$ cat src/sv/msd_pkg.sv
// Package for the magnitude stability detector.
// Holds shared widths, register indexes, transition codes and the state struct.
// No dependencies.
package msd_pkg;

    localparam int MAG_W   = 20;
    localparam int GAIN_W  = 16;
    localparam int FRAC_W  = 16;
    localparam int AVG_W   = MAG_W + FRAC_W;
    localparam int CFG_W   = 20;
    localparam int IDX_W   = 1;
    localparam int IN_TDATA_W  = 24;
    localparam int OUT_TDATA_W = 8;

    localparam logic [IDX_W-1:0] REG_MIN_LEVEL = 1'd0;
    localparam logic [IDX_W-1:0] REG_GAIN      = 1'd1;

    localparam logic [MAG_W-1:0]  MIN_LEVEL_RST = 20'd160;
    localparam logic [GAIN_W-1:0] GAIN_RST      = 16'd6554;

    typedef enum logic [1:0] {
        TR_NONE = 2'd0,
        TR_UP   = 2'd1,
        TR_DOWN = 2'd2
    } t_transition;

    typedef struct packed {
        logic [AVG_W-1:0] avg;
        logic             primed;
        logic             was_stable;
    } t_state;

endpackage

$ cat src/sv/msd_core.sv
// Per-beat datapath of the magnitude stability detector.
// Moves the running average, tests stability and forms the transition code.
// Depends on msd_pkg.
module msd_core (
    input  logic [msd_pkg::MAG_W-1:0]  i_mag,
    input  logic [msd_pkg::MAG_W-1:0]  i_min_level,
    input  logic [msd_pkg::GAIN_W-1:0] i_gain,
    input  msd_pkg::t_state            i_state,
    output msd_pkg::t_state            o_state,
    output logic                       o_is_stable,
    output msd_pkg::t_transition       o_transition
);

    localparam int PROD_W = msd_pkg::AVG_W + msd_pkg::GAIN_W;

    logic [msd_pkg::AVG_W-1:0] s;
    logic                      s_ge;
    logic [msd_pkg::AVG_W-1:0] diff;
    logic [PROD_W-1:0]         prod;
    logic [msd_pkg::AVG_W-1:0] step;
    logic [msd_pkg::AVG_W-1:0] avg_moved;
    logic [msd_pkg::AVG_W-1:0] avg_new;
    logic                      fail;
    logic                      stable;

    assign s     = {i_mag, {msd_pkg::FRAC_W{1'b0}}};
    assign s_ge  = s >= i_state.avg;
    assign diff  = s_ge ? (s - i_state.avg) : (i_state.avg - s);
    assign prod  = diff * i_gain;
    assign step  = prod[PROD_W-1:msd_pkg::FRAC_W];
    assign avg_moved = s_ge ? (i_state.avg + step) : (i_state.avg - step);
    assign avg_new   = i_state.primed ? avg_moved : s;
    assign fail      = i_mag < i_min_level;
    assign stable    = {s, 1'b0} > {1'b0, avg_new};

    always_comb begin
        o_state = i_state;
        if (fail) begin
            o_is_stable = 1'b0;
            o_state.was_stable = 1'b0;
        end else begin
            o_is_stable = stable;
            o_state.avg = avg_new;
            o_state.primed = 1'b1;
            o_state.was_stable = stable;
        end
        if (o_is_stable && !i_state.was_stable) begin
            o_transition = msd_pkg::TR_UP;
        end else if (!o_is_stable && i_state.was_stable) begin
            o_transition = msd_pkg::TR_DOWN;
        end else begin
            o_transition = msd_pkg::TR_NONE;
        end
    end

endmodule

$ cat src/sv/magnitude_stability_detector_unit.sv
// Top level of the magnitude stability detector.
// Input register, configuration registers, state and result register around msd_core.
// Depends on msd_pkg and msd_core.
//
//  channel   dir  tdata bits (low first)                     beats
//  s_axis    in   magnitude[19:0], zero pad to 24            one sample
//  m_axis    out  is_stable[0], transition[2:1], pad to 8    one result per sample
//  cfg       in   i_cfg_idx 0 min_level, 1 smoothing_gain    one write per cycle
//
// One beat per cycle unless m_axis stalls; samples pass input, then result register.
// The loop through subtract, 36x16 multiply, add and compare on the average sets the clock.
// Reset clears the average, flags and valids and restores default register values.
// A stall on m_axis holds the result; s_axis keeps taking a beat while the
// input register is empty or moves on.
module magnitude_stability_detector_unit (
    input  logic                             i_clk,
    input  logic                             i_rst_n,
    input  logic                             s_axis_tvalid,
    output logic                             s_axis_tready,
    input  logic [msd_pkg::IN_TDATA_W-1:0]   s_axis_tdata,   // magnitude[19:0]
    output logic                             m_axis_tvalid,
    input  logic                             m_axis_tready,
    output logic [msd_pkg::OUT_TDATA_W-1:0]  m_axis_tdata,   // is_stable, transition[1:0]
    input  logic                             i_cfg_we,
    input  logic [msd_pkg::IDX_W-1:0]        i_cfg_idx,
    input  logic [msd_pkg::CFG_W-1:0]        i_cfg_data
);

    logic                        r_in_valid;
    logic [msd_pkg::MAG_W-1:0]   r_mag;
    logic [msd_pkg::MAG_W-1:0]   r_min_level;
    logic [msd_pkg::GAIN_W-1:0]  r_gain;
    msd_pkg::t_state             r_state;
    msd_pkg::t_state             n_state;
    logic                        r_out_valid;
    logic                        r_out_stable;
    msd_pkg::t_transition        r_out_code;
    logic                        n_stable;
    msd_pkg::t_transition        n_code;
    logic                        advance;

    assign advance       = !r_out_valid || m_axis_tready;
    assign s_axis_tready = !r_in_valid || advance;
    assign m_axis_tvalid = r_out_valid;
    assign m_axis_tdata  = {{(msd_pkg::OUT_TDATA_W-3){1'b0}}, r_out_code, r_out_stable};

    msd_core u_core (
        .i_mag        (r_mag),
        .i_min_level  (r_min_level),
        .i_gain       (r_gain),
        .i_state      (r_state),
        .o_state      (n_state),
        .o_is_stable  (n_stable),
        .o_transition (n_code)
    );

    always_ff @(posedge i_clk) begin
        if (!i_rst_n) begin
            r_min_level <= msd_pkg::MIN_LEVEL_RST;
            r_gain      <= msd_pkg::GAIN_RST;
        end else if (i_cfg_we) begin
            unique case (i_cfg_idx)
                msd_pkg::REG_MIN_LEVEL: r_min_level <= i_cfg_data[msd_pkg::MAG_W-1:0];
                msd_pkg::REG_GAIN:      r_gain <= i_cfg_data[msd_pkg::GAIN_W-1:0];
                default: ;
            endcase
        end
    end

    always_ff @(posedge i_clk) begin
        if (!i_rst_n) begin
            r_in_valid  <= 1'b0;
            r_out_valid <= 1'b0;
            r_state     <= '0;
        end else begin
            if (s_axis_tready) begin
                r_in_valid <= s_axis_tvalid;
            end
            if (advance) begin
                r_out_valid <= r_in_valid;
                if (r_in_valid) begin
                    r_state <= n_state;
                end
            end
        end
    end

    always_ff @(posedge i_clk) begin
        if (s_axis_tready && s_axis_tvalid) begin
            r_mag <= s_axis_tdata[msd_pkg::MAG_W-1:0];
        end
        if (advance && r_in_valid) begin
            r_out_stable <= n_stable;
            r_out_code   <= n_code;
        end
    end

endmodule

$ cat config.mk
export PLATFORM = sky130hd
export DESIGN_NAME = magnitude_stability_detector_unit
export DESIGN_NICKNAME = d
export VERILOG_FILES = /design/src/sv/msd_pkg.sv /design/src/sv/msd_core.sv /design/src/sv/magnitude_stability_detector_unit.sv
export SDC_FILE = /design/constraint.sdc
export NUM_CORES = 2
export LEC_CHECK = 0
export BUFFER_PORTS_ARGS = -buffer_cell sky130_fd_sc_hd__buf_2
export CAP_MARGIN = 5
export CORE_MARGIN = 5
export CORE_UTILIZATION = 46
export CTS_CLUSTER_SIZE = 8
export DETAILED_ROUTE_END_ITERATION = 8
export SETUP_SLACK_MARGIN = 0.2
export SLEW_MARGIN = 20
export SYNTH_ARGS = -nofsm -noshare
export SYNTH_HDL_FRONTEND = slang
export SYNTH_HIERARCHICAL = 1
export SYNTH_SLANG_ARGS = --single-unit
$ cat constraint.sdc
create_clock -name i_clk -period 27.4 [get_ports i_clk]
set_input_delay 5.48 -clock i_clk [delete_from_list [all_inputs] [get_ports i_clk]]
set_output_delay 5.48 -clock i_clk [all_outputs]
set_load 0.005 [all_outputs]
==> results.txt <==
Initial antenna violation count - 2
Multi-input gate area - 23,400 um2
Detailed Place HPWL - 59.5 mm
Hold Buf Count CTS - 0
Cell variety after synth - 89
Vias per cell - 5.32
Clock-pin slew on the worst setup and hold paths - 70 ps
First-pass DRT Iterations - 6
Cell Area, Placed - 29,800 um2
Synth Register Bits - 99
GRT met2 Usage - 41.6%
GPL Wtd Cong - 0.896
Clock Tree Root - clkbuf_16
Final wirelength - 76.0 mm
# fillers - 6,148
Class of the worst hold path - reg -> reg
Worst Hold Launch - r_min_level[15]
Final period util - 62.4%
Die area - 67,600 um2
IO Pins - 60
M1 GR Usage - 29.6%
Setup TNS - 0 ps
Relative slew slack - 26.2%
Top cell by count, worst path - fa_1
Critical Path Start - r_mag[15]
CTS tree - yes
Num rows - 91
Via count - 23,000
Synth Flop Type - dfxtp_1
Total GRT Usage - 22.8%
Reg2Reg Setup Slack - 10,310 ps
RSZ-0062 raised after global routing - false
Placement Setup Slack - 10,660 ps
Finished Cell Area - 30,100 um2
Max Cap Violations - 0
Arrival time worst endpoint - 17,320 ps
Post-Synthesis Cells - 3,540
Reg area - 2210 um2
Port bufs - 50
Slew @ Worst Pin - 1100 ps
Yosys warning total - 6
Slowest stage delay, CP - 930 ps
Fmax achieved - 58.5 MHz
Wire length per cell - 17.6 um
Worst flop-to-flop path startpoint - r_mag[15]
WHS - 464 ps
CTS max path bufs - 2
Async set or reset register ratio after synthesis - 0%
Starting DRT DRC Count - 1,338
DRC viols - 0
Synth cell count leaders - inv_1, nand2_1, fa_1
Post-synth EDFFs - 23
Hold Violations, Final - 0
Share of the synthesized area in the top cell type - 33.1%
# nets final - 4,239
Largest area contributor in the netlist - fa_1
Grt ovf - 0
Critical path class - reg -> reg
Largest net degree at the start of global routing - 80
Crit path capture type - register
Most frequent cell after synthesis - inv_1
Worst skew pair latency - 380 ps
Most area-consuming cells after synthesis - fa_1, ha_1, inv_1
Initial Util - 46.5%
Worst Clk Skew - 17.0 ps
Post-CTS setup buffer count - 0
Outcome - finished clean
Final setup fails - 0
Clk sinks - 99
Antenna Violating Nets Remaining - 0
Crit Path Max Fanout - 23
Antenna diodes - 0
Slowest stage cell, crit path - a311oi_1
Global-route wire length before repair - 124 mm
CP top delay family - simple AND/OR/NAND/NOR gates
Core box area - 61,800 um2
Minimum clock period - 17,090 ps
Final slew viol count - 0
Mean Syn Cell Area - 8.12 um2
CTS Buf Count - 9
Crit path launch type - register
Fraction of layout cells with a size suffix above 1 - 5.31%
WP data required - 27,630 ps
Post-cts resize count - 0
Final setup margin - 10,310 ps
Met3 GRT Util - 2.50%
Most used routing layer in global routing - met2
Synthesized area - 28,800 um2
DIE WIDTH - 260 um
Height of the die - 260 um
Buffers and inverters on the worst path - 6
H-Tree Depth - 3
Vias in the first global route - 23,100
P&R area growth vs syn - 4.59%
Sequential cell area fraction in the yosys report - 7.69%
## layout make-up
cell class	instances	area share, %
timing repair buffer	110	2.34
sequential	99	7.36
clock inverter	4	0.121
inverter	640	7.99
clock buffer	12	0.894
multi-input combinational	2618	77.8
tap	837	3.48
## final timing paths
check / cells after the start / endpoint
setup / recovery: 58 / r_state[0]
hold / removal: 2 / r_min_level[15]
setup reg to reg: 58 / r_state[0]
hold reg to reg: 2 / r_min_level[15]
## stage by stage
step,utilization (%),cells
floorplan,-,3544
global placement,48.2,4304
detailed placement,48.2,4304
CTS,48.6,4320
global route,48.7,4320
finish,48.7,4320
## placed cells by master (no fill, tap or decap), types with 10 or more instances in the layout
cell type and n:
nor2b_1 20, ha_1 236, inv_1 639, a21boi_0 35, mux2i_1 74, nand4_1 26
and3_1 11, buf_4 61, a21o_1 79, buf_2 49, a211oi_1 11, clkbuf_16 10
xor2_1 33, o21bai_1 25, o31ai_1 11, a31oi_1 30, and2_1 196, nand2b_1 49
fa_1 475, o21ai_0 82, nand2_1 632, dfxtp_1 75, nor3_1 22, a21oi_1 164
nor2_1 111, nand3_1 48, edfxtp_1 23, xnor2_1 99, mux2_2 22
## routing by layer
layer  part of all wire (%)  vias to the layer above  wire [um]
met2                     51                      529      39000
met1                     42                    11500      31900
met5                      0                        -          0
met4                    2.0                        0       1490
li1                       -                    10900          -
met3                    4.7                       94       3600
## tightest hold or removal path, cell delays in order, from the launching register on
cell and delay [ps]:
dfxtp_1 310, nand2_1 50, a21boi_0 60
## flip-flops by register name, summed over array words and instances, names as in the netlist
register / count
r_out_stable: 1
r_mag: 20
r_gain: 16
r_min_level: 20
r_in_valid: 1
m_axis_tvalid: 1
r_state: 38
r_out_code: 2
## cell families after synthesis
family,count (synthesis),synth area share [%]
xor+xnor,133,4.05
buf+inv,827,11.1
compound gates,504,11.2
other cells,1,0.0130
mux,96,3.44
simple gates,1169,19.2
flops,99,7.69
fa+ha+maj,711,43.3
Power is left out: the tool's default activity adds up to more than one toggle a clock period on the data nets, which glitch-free logic cannot reach.
